[src/hdl/fspd_pkg.sv]
// Package with the types and constants shared by the status packet deframer files.
`timescale 1ns / 1ps
`default_nettype none
package fspd_pkg;

   localparam logic [7:0] SwHdr = 8'hAA;
   localparam logic [7:0] SwEnd = 8'h55;
   localparam logic [7:0] VtHdr = 8'hCC;
   localparam logic [7:0] VtEnd = 8'h66;
   localparam logic [3:0] SwLen = 4'd4;
   localparam logic [3:0] VtLen = 4'd7;
   localparam logic [3:0] RlLen = 4'd5;
   localparam logic [15:0] BatMax = 16'd5000;
   localparam logic [7:0] PctMax = 8'd100;
   localparam logic [3:0] RelayMaskReset = 4'h2;
   localparam int FrameDepth = 7;
   localparam logic [2:0] LastIndex = 3'd7;

   localparam logic [7:0] RelayHeadReset = 8'd187;
   localparam logic [7:0] RelayTailReset = 8'd68;

   typedef enum logic {
      REG_RELAY_HEAD = 1'b0,
      REG_RELAY_TAIL = 1'b1
   } reg_index_type;

   typedef enum logic [2:0] {
      PS_IDLE    = 3'd0,
      PS_SW_DATA = 3'd1,
      PS_SW_END  = 3'd2,
      PS_VT_DATA = 3'd3,
      PS_VT_END  = 3'd4,
      PS_RL_DATA = 3'd5,
      PS_RL_END  = 3'd6
   } parse_state_type;

   typedef enum logic [2:0] {
      EV_SW_OK   = 3'd0,
      EV_VT_OK   = 3'd1,
      EV_RL_OK   = 3'd2,
      EV_VT_REJ  = 3'd3,
      EV_FRAMING = 3'd4
   } event_kind_type;

   typedef struct packed {
      logic [31:0] switch_bits;
      logic [12:0] battery_mv;
      logic        power_status;
      logic        pwr_fail;
      logic        batt_low;
      logic [6:0]  battery_percent;
      logic [3:0]  relay_mask;
      logic        relay_locked;
      logic [31:0] switch_frame_count;
      logic [31:0] relay_sequence;
   } snap_type;

   typedef struct packed {
      logic           fire;
      event_kind_type kind;
   } evt_type;

   localparam snap_type SnapReset = '{
      switch_bits:        32'd0,
      battery_mv:         13'd0,
      power_status:       1'b0,
      pwr_fail:           1'b0,
      batt_low:           1'b0,
      battery_percent:    7'd0,
      relay_mask:         RelayMaskReset,
      relay_locked:       1'b0,
      switch_frame_count: 32'd0,
      relay_sequence:     32'd0
   };

endpackage
`default_nettype wire

[src/hdl/fspd_if.sv]
// Valid/ready channel interfaces for received bytes and deframer results.
`timescale 1ns / 1ps
`default_nettype none
interface fspd_req_if;
   logic       valid;
   logic       ready;
   logic [7:0] rx_byte;
   modport source (output valid, output rx_byte, input ready);
   modport sink (input valid, input rx_byte, output ready);
endinterface

interface fspd_rsp_if;
   logic        valid;
   logic        ready;
   logic [2:0]  event_kind;
   logic [31:0] switch_bits;
   logic [12:0] battery_mv;
   logic        power_status;
   logic        pwr_fail;
   logic        batt_low;
   logic [6:0]  battery_percent;
   logic [3:0]  relay_mask;
   logic        relay_locked;
   logic [31:0] switch_frame_count;
   logic [31:0] relay_sequence;
   modport source (output valid, output event_kind, output switch_bits, output battery_mv,
                   output power_status, output pwr_fail, output batt_low,
                   output battery_percent, output relay_mask, output relay_locked,
                   output switch_frame_count, output relay_sequence, input ready);
   modport sink (input valid, input event_kind, input switch_bits, input battery_mv,
                 input power_status, input pwr_fail, input batt_low,
                 input battery_percent, input relay_mask, input relay_locked,
                 input switch_frame_count, input relay_sequence, output ready);
endinterface
`default_nettype wire

[src/hdl/framed_status_packet_deframer.sv]
// Top level of the status packet deframer: handshakes, register port and result register.
// Data path: an accepted byte waits in the input register, then is processed into the
// result register, if it ends a frame, once that register is free; rsp valid then rises.
// Throughput: one byte per cycle while the result register is not stalled.
// Reset (synchronous): parser idle, snapshot cleared with relay 2 on, counters zero,
// relay header 187 and relay end byte 68.
`timescale 1ns / 1ps
`default_nettype none
module framed_status_packet_deframer #(
   parameter int SWITCH_COUNT = 32
) (
   input  wire logic        clock,
   input  wire logic        reset,
   fspd_req_if.sink         req_if,
   fspd_rsp_if.source       rsp_if,
   input  wire logic        csr_psel,
   input  wire logic        csr_penable,
   input  wire logic        csr_pwrite,
   input  wire logic [2:0]  csr_paddr,
   input  wire logic [31:0] csr_pwdata,
   output logic [31:0]      csr_prdata,
   output logic             csr_pready
);
   import fspd_pkg::*;

   logic               in_valid_ff, in_valid_in;
   logic [7:0]         in_byte_ff;
   logic               rsp_valid_ff, rsp_valid_in;
   event_kind_type     rsp_kind_ff;
   snap_type           rsp_snap_ff;
   logic [7:0]         relay_head_ff, relay_tail_ff;
   logic               out_free, advance, req_take, csr_write;
   reg_index_type      csr_index;
   evt_type            evt;
   snap_type           snap_next;

   fspd_core #(.SWITCH_COUNT(SWITCH_COUNT)) u_core (
      .clock      (clock),
      .reset      (reset),
      .step       (advance),
      .rx_byte    (in_byte_ff),
      .relay_head (relay_head_ff),
      .relay_tail (relay_tail_ff),
      .evt        (evt),
      .snap_next  (snap_next)
   );

   assign out_free     = !rsp_valid_ff || rsp_if.ready;
   assign advance      = in_valid_ff && out_free;
   assign req_if.ready = !in_valid_ff || advance;
   assign req_take     = req_if.valid && req_if.ready;

   assign in_valid_in  = req_take ? 1'b1 : (advance ? 1'b0 : in_valid_ff);
   assign rsp_valid_in = (advance && evt.fire) ? 1'b1 : (rsp_if.ready ? 1'b0 : rsp_valid_ff);

   assign csr_index  = reg_index_type'(csr_paddr[2]);
   assign csr_write  = csr_psel && csr_penable && csr_pwrite;
   assign csr_pready = 1'b1;

   always_comb begin
      case (csr_index)
         REG_RELAY_HEAD: csr_prdata = {24'd0, relay_head_ff};
         REG_RELAY_TAIL: csr_prdata = {24'd0, relay_tail_ff};
         default:        csr_prdata = 32'd0;
      endcase
   end

   always_ff @(posedge clock) begin
      if (reset) begin
         in_valid_ff   <= 1'b0;
         rsp_valid_ff  <= 1'b0;
         relay_head_ff <= RelayHeadReset;
         relay_tail_ff <= RelayTailReset;
      end else begin
         in_valid_ff  <= in_valid_in;
         rsp_valid_ff <= rsp_valid_in;
         if (csr_write && csr_index == REG_RELAY_HEAD) begin
            relay_head_ff <= csr_pwdata[7:0];
         end
         if (csr_write && csr_index == REG_RELAY_TAIL) begin
            relay_tail_ff <= csr_pwdata[7:0];
         end
      end
   end

   always_ff @(posedge clock) begin
      if (req_take) begin
         in_byte_ff <= req_if.rx_byte;
      end
      if (advance && evt.fire) begin
         rsp_kind_ff <= evt.kind;
         rsp_snap_ff <= snap_next;
      end
   end

   assign rsp_if.valid              = rsp_valid_ff;
   assign rsp_if.event_kind         = rsp_kind_ff;
   assign rsp_if.switch_bits        = rsp_snap_ff.switch_bits;
   assign rsp_if.battery_mv         = rsp_snap_ff.battery_mv;
   assign rsp_if.power_status       = rsp_snap_ff.power_status;
   assign rsp_if.pwr_fail           = rsp_snap_ff.pwr_fail;
   assign rsp_if.batt_low           = rsp_snap_ff.batt_low;
   assign rsp_if.battery_percent    = rsp_snap_ff.battery_percent;
   assign rsp_if.relay_mask         = rsp_snap_ff.relay_mask;
   assign rsp_if.relay_locked       = rsp_snap_ff.relay_locked;
   assign rsp_if.switch_frame_count = rsp_snap_ff.switch_frame_count;
   assign rsp_if.relay_sequence     = rsp_snap_ff.relay_sequence;

   a_held_byte_stable : assert property (@(posedge clock) disable iff (reset)
      in_valid_ff && !advance |=> in_valid_ff && $stable(in_byte_ff))
      else $error("waiting input byte was lost or changed");

   a_no_overwrite : assert property (@(posedge clock) disable iff (reset)
      advance && evt.fire && rsp_valid_ff |-> rsp_if.ready)
      else $error("result register overwritten before its transaction completed");

   a_fire_sets_valid : assert property (@(posedge clock) disable iff (reset)
      advance && evt.fire |=> rsp_valid_ff)
      else $error("end byte processed without presenting a result");

endmodule
`default_nettype wire

[src/hdl/fspd_core.sv]
// Frame parser state machine, frame byte store and held status snapshot.
`timescale 1ns / 1ps
`default_nettype none
module fspd_core #(
   parameter int SWITCH_COUNT = 32
) (
   input  wire logic              clock,
   input  wire logic              reset,
   input  wire logic              step,
   input  wire logic [7:0]        rx_byte,
   input  wire logic [7:0]        relay_head,
   input  wire logic [7:0]        relay_tail,
   output fspd_pkg::evt_type      evt,
   output fspd_pkg::snap_type     snap_next
);
   import fspd_pkg::*;

   localparam logic [31:0] SwMask = 32'hFFFF_FFFF >> (32 - SWITCH_COUNT);

   parse_state_type state_ff, state_in;
   logic [2:0]      idx_ff, idx_in;
   logic [3:0]      idx_sum;
   logic [7:0]      frame_ff [FrameDepth];
   snap_type        snap_ff, snap_in;
   logic            wr_en;
   logic            sw_commit, vt_commit, rl_commit;
   logic            vt_ok;
   logic [15:0]     bat_word, pwr_word;

   assign idx_sum  = {1'b0, idx_ff} + 4'd1;
   assign bat_word = {frame_ff[0], frame_ff[1]};
   assign pwr_word = {frame_ff[2], frame_ff[3]};
   assign vt_ok    = (bat_word <= BatMax) && (frame_ff[6] <= PctMax)
                     && (frame_ff[4] <= 8'd1) && (frame_ff[5] <= 8'd1)
                     && (pwr_word <= 16'd1);

   // Next state.
   always_comb begin
      state_in = state_ff;
      idx_in   = idx_ff;
      case (state_ff)
         PS_IDLE: begin
            idx_in = 3'd0;
            if (rx_byte == SwHdr) begin
               state_in = PS_SW_DATA;
            end else if (rx_byte == VtHdr) begin
               state_in = PS_VT_DATA;
            end else if (rx_byte == relay_head) begin
               state_in = PS_RL_DATA;
            end
         end
         PS_SW_DATA: begin
            idx_in = idx_sum[2:0];
            if (idx_sum >= SwLen) begin
               state_in = PS_SW_END;
            end
         end
         PS_VT_DATA: begin
            idx_in = idx_sum[2:0];
            if (idx_sum >= VtLen) begin
               state_in = PS_VT_END;
            end
         end
         PS_RL_DATA: begin
            idx_in = idx_sum[2:0];
            if (idx_sum >= RlLen) begin
               state_in = PS_RL_END;
            end
         end
         default: begin
            state_in = PS_IDLE;
         end
      endcase
   end

   // Outputs.
   always_comb begin
      wr_en     = 1'b0;
      sw_commit = 1'b0;
      vt_commit = 1'b0;
      rl_commit = 1'b0;
      evt.fire  = 1'b0;
      evt.kind  = EV_FRAMING;
      case (state_ff)
         PS_SW_DATA, PS_VT_DATA, PS_RL_DATA: begin
            wr_en = (idx_ff != LastIndex);
         end
         PS_SW_END: begin
            evt.fire = 1'b1;
            if (rx_byte == SwEnd) begin
               sw_commit = 1'b1;
               evt.kind  = EV_SW_OK;
            end
         end
         PS_VT_END: begin
            evt.fire = 1'b1;
            if (rx_byte == VtEnd) begin
               vt_commit = vt_ok;
               evt.kind  = vt_ok ? EV_VT_OK : EV_VT_REJ;
            end
         end
         PS_RL_END: begin
            evt.fire = 1'b1;
            if (rx_byte == relay_tail) begin
               rl_commit = 1'b1;
               evt.kind  = EV_RL_OK;
            end
         end
         default: begin
            evt.fire = 1'b0;
         end
      endcase
   end

   always_comb begin
      snap_in = snap_ff;
      if (sw_commit) begin
         snap_in.switch_bits = {frame_ff[3], frame_ff[2], frame_ff[1], frame_ff[0]} & SwMask;
         snap_in.switch_frame_count = snap_ff.switch_frame_count + 32'd1;
      end
      if (vt_commit) begin
         snap_in.battery_mv      = bat_word[12:0];
         snap_in.power_status    = pwr_word[0];
         snap_in.pwr_fail        = frame_ff[4][0];
         snap_in.batt_low        = frame_ff[5][0];
         snap_in.battery_percent = frame_ff[6][6:0];
      end
      if (rl_commit) begin
         snap_in.relay_mask = {frame_ff[3] != 8'd0, frame_ff[2] != 8'd0,
                               frame_ff[1] != 8'd0, frame_ff[0] != 8'd0};
         snap_in.relay_locked   = (frame_ff[4] != 8'd0);
         snap_in.relay_sequence = snap_ff.relay_sequence + 32'd1;
      end
   end

   assign snap_next = snap_in;

   always_ff @(posedge clock) begin
      if (reset) begin
         state_ff <= PS_IDLE;
         idx_ff   <= 3'd0;
         snap_ff  <= SnapReset;
      end else if (step) begin
         state_ff <= state_in;
         idx_ff   <= idx_in;
         snap_ff  <= snap_in;
      end
   end

   always_ff @(posedge clock) begin
      if (step && wr_en) begin
         frame_ff[idx_ff] <= rx_byte;
      end
   end

   a_fire_returns_idle : assert property (@(posedge clock) disable iff (reset)
      step && evt.fire |=> state_ff == PS_IDLE)
      else $error("state did not return to idle after an end byte");

   a_switch_count_bumps : assert property (@(posedge clock) disable iff (reset)
      step && state_ff == PS_SW_END && rx_byte == SwEnd
      |=> snap_ff.switch_frame_count == $past(snap_ff.switch_frame_count) + 32'd1)
      else $error("switch frame count did not advance on a good switch frame");

   a_index_in_range : assert property (@(posedge clock) disable iff (reset)
      (state_ff == PS_SW_DATA || state_ff == PS_VT_DATA || state_ff == PS_RL_DATA)
      |-> idx_ff != LastIndex)
      else $error("frame byte index left the store");

   a_reject_holds_voltage : assert property (@(posedge clock) disable iff (reset)
      step && evt.fire && evt.kind == EV_VT_REJ
      |=> $stable(snap_ff.battery_mv) && $stable(snap_ff.battery_percent))
      else $error("rejected voltage frame altered the held values");

endmodule
`default_nettype wire

[src/flat_wrapper.sv]
// flat-port wrapper written by rule: the top's interface ports become plain ports
module framed_status_packet_deframer_flat import fspd_pkg::*;
#(
   parameter int SWITCH_COUNT = 32
)
  (clock, reset, csr_psel, csr_penable, csr_pwrite, csr_paddr, csr_pwdata, csr_prdata, csr_pready, req_if_valid, req_if_rx_byte, req_if_ready, rsp_if_valid, rsp_if_event_kind, rsp_if_switch_bits, rsp_if_battery_mv, rsp_if_power_status, rsp_if_pwr_fail, rsp_if_batt_low, rsp_if_battery_percent, rsp_if_relay_mask, rsp_if_relay_locked, rsp_if_switch_frame_count, rsp_if_relay_sequence, rsp_if_ready);
  fspd_req_if req_if_i ();
  fspd_rsp_if rsp_if_i ();
  input  wire logic clock;
  input  wire logic reset;
  input  wire logic csr_psel;
  input  wire logic csr_penable;
  input  wire logic csr_pwrite;
  input  wire logic [2:0] csr_paddr;
  input  wire logic [31:0] csr_pwdata;
  output logic [31:0] csr_prdata;
  output logic csr_pready;
  input wire logic [$bits(req_if_i.valid)-1:0] req_if_valid;
  input wire logic [$bits(req_if_i.rx_byte)-1:0] req_if_rx_byte;
  output wire logic [$bits(req_if_i.ready)-1:0] req_if_ready;
  output wire logic [$bits(rsp_if_i.valid)-1:0] rsp_if_valid;
  output wire logic [$bits(rsp_if_i.event_kind)-1:0] rsp_if_event_kind;
  output wire logic [$bits(rsp_if_i.switch_bits)-1:0] rsp_if_switch_bits;
  output wire logic [$bits(rsp_if_i.battery_mv)-1:0] rsp_if_battery_mv;
  output wire logic [$bits(rsp_if_i.power_status)-1:0] rsp_if_power_status;
  output wire logic [$bits(rsp_if_i.pwr_fail)-1:0] rsp_if_pwr_fail;
  output wire logic [$bits(rsp_if_i.batt_low)-1:0] rsp_if_batt_low;
  output wire logic [$bits(rsp_if_i.battery_percent)-1:0] rsp_if_battery_percent;
  output wire logic [$bits(rsp_if_i.relay_mask)-1:0] rsp_if_relay_mask;
  output wire logic [$bits(rsp_if_i.relay_locked)-1:0] rsp_if_relay_locked;
  output wire logic [$bits(rsp_if_i.switch_frame_count)-1:0] rsp_if_switch_frame_count;
  output wire logic [$bits(rsp_if_i.relay_sequence)-1:0] rsp_if_relay_sequence;
  input wire logic [$bits(rsp_if_i.ready)-1:0] rsp_if_ready;
  assign req_if_i.valid = req_if_valid;
  assign req_if_i.rx_byte = req_if_rx_byte;
  assign req_if_ready = req_if_i.ready;
  assign rsp_if_valid = rsp_if_i.valid;
  assign rsp_if_event_kind = rsp_if_i.event_kind;
  assign rsp_if_switch_bits = rsp_if_i.switch_bits;
  assign rsp_if_battery_mv = rsp_if_i.battery_mv;
  assign rsp_if_power_status = rsp_if_i.power_status;
  assign rsp_if_pwr_fail = rsp_if_i.pwr_fail;
  assign rsp_if_batt_low = rsp_if_i.batt_low;
  assign rsp_if_battery_percent = rsp_if_i.battery_percent;
  assign rsp_if_relay_mask = rsp_if_i.relay_mask;
  assign rsp_if_relay_locked = rsp_if_i.relay_locked;
  assign rsp_if_switch_frame_count = rsp_if_i.switch_frame_count;
  assign rsp_if_relay_sequence = rsp_if_i.relay_sequence;
  assign rsp_if_i.ready = rsp_if_ready;
  framed_status_packet_deframer #(.SWITCH_COUNT(SWITCH_COUNT)) u_core (.clock(clock), .reset(reset), .req_if(req_if_i), .rsp_if(rsp_if_i), .csr_psel(csr_psel), .csr_penable(csr_penable), .csr_pwrite(csr_pwrite), .csr_paddr(csr_paddr), .csr_pwdata(csr_pwdata), .csr_prdata(csr_prdata), .csr_pready(csr_pready));
endmodule
[config.mk]
export PLATFORM = sky130hd
export DESIGN_NAME = framed_status_packet_deframer_flat
export DESIGN_NICKNAME = d
export VERILOG_FILES = /design/src/hdl/fspd_pkg.sv /design/src/hdl/fspd_if.sv /design/src/hdl/framed_status_packet_deframer.sv /design/src/hdl/fspd_core.sv /design/src/flat_wrapper.sv
export SDC_FILE = /design/constraint.sdc
export NUM_CORES = 1
export LEC_CHECK = 0
export BUFFER_PORTS_ARGS = -buffer_cell sky130_fd_sc_hd__buf_2
export CORE_MARGIN = 5
export CORE_UTILIZATION = 35
export DETAILED_ROUTE_END_ITERATION = 10
export PLACE_DENSITY_LB_ADDON = 0.25
export SLEW_MARGIN = 20
export SYNTH_ARGS = -nofsm -noshare
export SYNTH_HDL_FRONTEND = slang
export SYNTH_SLANG_ARGS = --single-unit
[constraint.sdc]
create_clock -name clock -period 31.4 [get_ports clock]
set_clock_uncertainty 0.15 [all_clocks]
set_input_delay 1.57 -clock clock [delete_from_list [all_inputs] [get_ports clock]]
set_output_delay 1.57 -clock clock [all_outputs]
set_load 0.03 [all_outputs]
Word-level counts from Yosys, hierarchy flattened:

Memories as Yosys holds them, arrays and structs flattened.
Cells that the tools add are included.
W data, S select, Z words.

* bits in latches: 0
* memories kept: 1
* output and inout port bits: 162
* input port bits: 50
* bits in writable memories: 56
* register bits: 283
* logic and storage cells: 120
* ROM bits: 0

* multiply operators: 0
* $lt $le $gt $ge: 8
* shift operators: 0
* eq/ne operators: 17
* $add $sub $neg: 3
* reduce and logical (&&, ||, !) cells: 29
* bitwise logic cells: 1
* mux-type cells: 33
* div/mod/pow operators: 0

Memories
* u_core.u_core.frame_ff: words 7, width 8, rd ports 7, clocked after memory_dff 0, write ports 1, RTL line fspd_core.sv:23 `logic [7:0] frame_ff [FrameDepth];`

Operators by type and width (number)
* $mux W32: 3
* $add A32 B1 Y32 const B: 2
* $pmux W32 S2: 1
* $reduce_bool A8 Y1: 5
* $mux W3: 9
* $mux W23: 1
* $eq A8 B7 Y1 const B: 2
* $eq A8 B8 Y1: 2
* $eq A8 B8 Y1 const B: 2
* $le A16 B1 Y1 const B: 1
* $le A16 B13 Y1 const B: 1
* $le A8 B1 Y1 const B: 2
* $mux W1: 14
* $ge A4 B3 Y1 const B: 3
* $logic_and A1 B1 Y1: 12
* $pmux W3 S4: 1
* $eq A3 B3 Y1 const B: 3
* $pmux W3 S3: 1
* $le A8 B7 Y1 const B: 1
* $eq A3 B2 Y1 const B: 2
* $ne A2 B2 Y1 const B: 3
* $pmux W3 S2: 1
* $reduce_bool A2 Y1: 3
* $reduce_or A3 Y1: 2
* other kinds (12): 14

Depth between registers and ports, before layout:

An unclocked memory read counts as a cell.

* depth in word-level cells: 9
* depth in mapped cells: 9
* mapped depth without buffers: 7

By module:

From an unflattened synthesis, not the netlist that was laid out.

* cells, all modules: 1399
* area, all modules: 14813.0 um2

Modules (own cells, without submodules)
* fspd_core: instances 1, area each 9678.0 um2, cells an instance 1146, sequential area each 4284.1 um2
* framed_status_packet_deframer: instances 1, area each 5134.9 um2, cells an instance 253, sequential area each 4414.2 um2

Worst setup path after synthesis:

Ideal clock, no wire load.

* path type: input -> register
* start point: input rsp_if_ready
* end point: register u_core.rsp_snap_ff (netlist bit u_core.rsp_if.batt_low), enable pin
* buffers on the path: 2
* slack: 19.542 ns
* setup time: 0.769 ns
* required time: 30.481 ns
* arrival time: 10.939 ns
* stages on the path: 5
* cell sequence: nor2b_1 -> nand2b_1 -> clkbuf_1 -> clkbuf_1 -> nor3_1

* word-level cells in the longest chain between the ends: 3

RTL lines
* from (decl): RTL line flat_wrapper.sv:33 `input wire logic [$bits(rsp_if_i.ready)-1:0] rsp_if_ready;`
* $logic_or A1 B1 Y1: RTL line framed_status_packet_deframer.sv:48 `assign out_free = !rsp_valid_ff || rsp_if.ready;`
* $logic_and A1 B1 Y1: RTL line framed_status_packet_deframer.sv:49 `assign advance = in_valid_ff && out_free;`
* $logic_and A1 B1 Y1: RTL line framed_status_packet_deframer.sv:90 `if (advance && evt.fire) begin`
* to (signal assigned): RTL line framed_status_packet_deframer.sv:92 `rsp_snap_ff <= snap_next;`
* to (decl): RTL line framed_status_packet_deframer.sv:30 `snap_type rsp_snap_ff;`

Every way passes these cells.
A chain may end at the register's enable or synchronous reset.

Final worst setup path:

* start point: input csr_paddr[2]
* end point: output csr_prdata[0]

* word-level cells in the longest chain between the ends: 2

RTL lines
* from (decl): RTL line flat_wrapper.sv:14 `input wire logic [2:0] csr_paddr;`
* $not A1 Y1: RTL line framed_status_packet_deframer.sv:61 `case (csr_index)`
* $pmux W32 S2 (*): RTL line framed_status_packet_deframer.sv:61
* to (decl): RTL line flat_wrapper.sv:16 `output logic [31:0] csr_prdata;`

Every way passes the cells marked *; elsewhere a longest branch is shown, timed or not. The select of a mux whose other input is x is not followed.

==> summary by stage <==
Outcome
The run finished with clean final reports.

Yosys
Summing the sequential cell areas from Yosys gives 59.0% of the chip area. The most frequently used flop master after synthesis is edfxtp_1. The simple logic cell fraction of the synthesized area is 17.8%.

The count of yosys warnings during synthesis is 0. Of all flip-flops after synthesis, the portion carrying an async set or reset was 0%. After Yosys synthesis, full adders, half adders and majority gates account for 0.509% of the synthesized area. In the synthesized netlist, mux cells make up 5.40% of the area. The largest area contributor in the synthesized netlist is edfxtp_1. Summing the areas of all compound-gate instances in the mapped netlist gives 7.19% of the synthesized area.

Counting flops and latches in the post-synthesis netlist gives 339. In the post-synthesis netlist, the biggest area contributors are edfxtp_1 (39%), dfxtp_1 (20%), mux2_2 (5.2%). Yosys mapped the design onto 60 distinct sky130hd cell types. In the synthesized netlist, the number of instances is 1319. The synthesized netlist devotes 5.99% of its cell area to XOR and XNOR gates. The fraction of synthesized cell area taken by the top area cell type is 38.9%. Averaged over all synthesized cells, the footprint is 11.2 sq um.

After synthesis, the largest family of logic cells by area is simple AND/OR/NAND/NOR gates. The number of synthesized flops with an enable pin is 191. In this run the cell area of the synthesized design comes to 14700 sq um.

Final layout
Relative to the synthesized area, the layout overhead comes to 17.0%. For this run, the number of standard cells in the final layout without fillers is 2020. After routing the design area is 17300 sq um. The layout has 4026 filler cells. The layout cell share with drive strength beyond 1 is 22.1%.

In the layout the commonest cells are edfxtp_1 (191), nor2_1 (161), buf_2 (159). The antenna diode count is 0. In the final design database the tool counted 1506 nets. The commonest non-fill, non-tap cell in the layout is edfxtp_1.

Worst setup path
The data arrival time of the critical path is 2.40 ns. The required time at the worst-slack endpoint is 29.68 ns. The highest fanout seen on the critical path is 11.

The critical path starts at csr_paddr[2]. The count of cells along the worst register-to-register path is 5. The worst reg2reg path startpoint is u_core.in_byte_ff[1].

The worst setup path is captured at an output port. The kind of start point of the critical path is an input pin. The worst setup path is of the input pin to output port kind.

STA
The final-report max-slew violation count is 0. At the pin with the least slew margin, the transition time is 1.06 ns. Setup violations remaining at the end of the flow were counted as 0. Derived from the worst setup path, the maximum achievable clock frequency is 0.243 GHz. The post-layout worst setup margin is 27.28 ns. Measured against its own limit, the worst slew margin works out to 29.4%. The share of the clock period used by the worst path is 13.1%. Setup repair after global routing left no endpoint under its margin. The final-report hold violation count was 0.

The total negative setup slack is 0 ns. After layout, the minimum clock period comes to 4.12 ns.

Routing
The average wire per cell in the routed design is 18.1 um. The DRC violation count after routing is 0. The per-cell via count in the routed design is 5.13. For this run, the detailed router's first-pass iteration total came to 5. The number of DRC markers in iteration 0 is 619. In this run the remaining antenna-violating nets after routing total 0. The routed via count is 10.4k.

Summed over all layers, the routed wires come to 36.6 mm.

Worst hold path
Along the worst hold path, the cell count comes to 2. The path class of the tightest hold or removal check is flop to flop. The source of the worst hold timing path is u_core.u_core.snap_ff[70].

Clock tree
The hold buffer count at cts is 0. Clock tree synthesis inserted a total of 39 buffers. CTS saw 339 sinks. The buffer levels on the longest clock path is 3. TritonCTS built the clock tree. The H-tree was split into 2 levels. Post-CTS timing repair inserted 0 buffers for setup. The root buffer cell chosen for the clock tree is clkbuf_16. After clock tree synthesis, the clock-pin slew on the worst setup and hold paths is 0.06 ns. The clock latency of the later-clocked register in the worst-skew pair is 0.56 ns.

Once the clock tree was built, the resizer swapped 0 gates to a different size.

Floorplanning
Row generation in the floorplan step produced 75 rows. The die boundary height is 215 um. The total area inside the core boundary comes to 41900 sq um.

212 I/O pins were placed. The horizontal die dimension is 215 um. The die covers 46300 sq um. The starting density of the core is 35.2%.

Pwr
The internal portion of total power is 0.766 mW. The worst vdd rail ir drop is 0.0000330 V. The leakage power of the design is 6.43 nW. Summed over all nets, the switching power comes to 0.216 mW. The fraction of power consumed by sequential logic is 48.7%. The proportion of power drawn by the clock network is 48.1%. Combinational cells account for 3.2% of the total power. After layout, the design draws a total of 0.982 mW. The ratio of total power to cell area is 56.9 nW/um^2. The switching share of power is 22.0%.

Placed design
The detailed placement HPWL is 23.2 mm. The number of port buffers is 160. The weighted congestion reported at the end of routability-driven placement is 0.768. Counting tap cells, the placed design contains a total of 1948 instances. The pre-CTS setup slack is 26.60 ns. Once placement finished, the instance area stood at 15900 sq um.

Global route
The maximum number of pins on one net before global-route repair is 87. For met3 alone, demand over resource in global routing was 3.10%. The number of global-route vias before repair is 10.0k.

The total overflow reported by the global router is 0. Global routing used 20.1% of the available met1 tracks. met2 is the most crowded layer. The number of antenna violations at the first check in global routing came to 1. The met2 layer usage reported by global route is 24.7%. The global-route wire length before repair is 56.9 mm. The total global routing track utilization is 15.2%.

Run
The tool flagged a number of max-cap violations equal to 0.
-- flip-flops by register name, summed over array words and instances, names as in the netlist, 7 cells and up --
name / cells
u_core.u_core.snap_ff: 124
u_core.rsp_if.switch_bits: 32
u_core.relay_tail_ff: 8
u_core.in_byte_ff: 8
u_core.relay_head_ff: 8
u_core.rsp_if.battery_percent: 7
u_core.rsp_if.battery_mv: 13
u_core.u_core.frame_ff: 56
u_core.rsp_if.relay_sequence: 32
u_core.rsp_if.switch_frame_count: 32
-- metal layers --
layer  vias up  wire length, um  share of wire (%)
met3        66             1740                4.8
met1      5033            16600                 45
met2       231            17200                 47
met5         -               11              0.030
li1       5035                -                  -
met4         2              998                2.7
-- final timing paths --
path / to / slack, ns
min reg2reg: u_core.u_core.snap_ff[70] / 0.31
max: csr_prdata[0] / 27.28
min: u_core.u_core.snap_ff[70] / 0.31
max reg2reg: u_core.u_core.snap_ff[19] / 27.76
-- Yosys cell counts, types with 3 or more instances --
master and count:
nand2b_1 3, ha_1 6, buf_4 25, and3_1 6, xnor2_1 32, or3_1 13, and2_1 9, buf_2 12
o21a_1 3, mux2i_1 3, dfxtp_1 148, o21ai_0 20, clkbuf_1 59, edfxtp_1 191, a21oi_1 75, or2_2 5
xor2_1 67, and4_1 6, buf_1 4, or4_1 26, mux2_2 68, nand2_1 74, nor3_1 67, nor4_1 19
o31ai_1 47, nor4bb_1 4, nand3_1 29, a211oi_1 4, a211o_1 5, nand4_1 56, nor2b_1 10, inv_1 20
nor2_1 162, nor4_4 3, nand4_2 3
-- worst max-delay path, stage by stage --
cell    delay, ns
buf_2        0.24
mux2_2       0.40
buf_2        0.19
-- layout make-up --
class	count	area, sq um	share of cell area (%)
Tap cell	539	674	3.91
Multi-Input combinational cell	879	5570	32.3
Clock buffer	45	1020	5.90
Sequential cell	339	8700	50.4
Timing Repair Buffer	171	890	5.16
Clock inverter	27	325	1.89
Inverter	20	75.1	0.435
-- logic make-up (layout without fill, tap and decap cells) --
family | after synthesis | count (layout)
AOI/OAI and AO/OA | 169 | 169
DFF | 339 | 339
muxes | 71 | 71
and+or+nand+nor | 508 | 508
other | 2 | 25
buffers and inverters | 124 | 263
adders and majority gates | 6 | 6
xor gates and xnor gates | 100 | 100
-- power groups by stage --
stage / clock, mW / combinational (mW) / sequential (mW)
floorplan: 0 / 0.0255 / 0.484
global placement: 0 / 0.0314 / 0.487
detailed placement: 0 / 0.0314 / 0.488
CTS: 0.489 / 0.0317 / 0.478
global route: 0.506 / 0.0343 / 0.478
finish: 0.472 / 0.0312 / 0.478
-- through the flow --
stage               utilization, %  hold WS [ns]
global route                  41.2         0.333
finish                        41.2         0.313
floorplan                        -         0.291
detailed placement            38.0         0.305
CTS                           41.2         0.314
global placement              38.0         0.297
(Power assumes the default switching activity.)
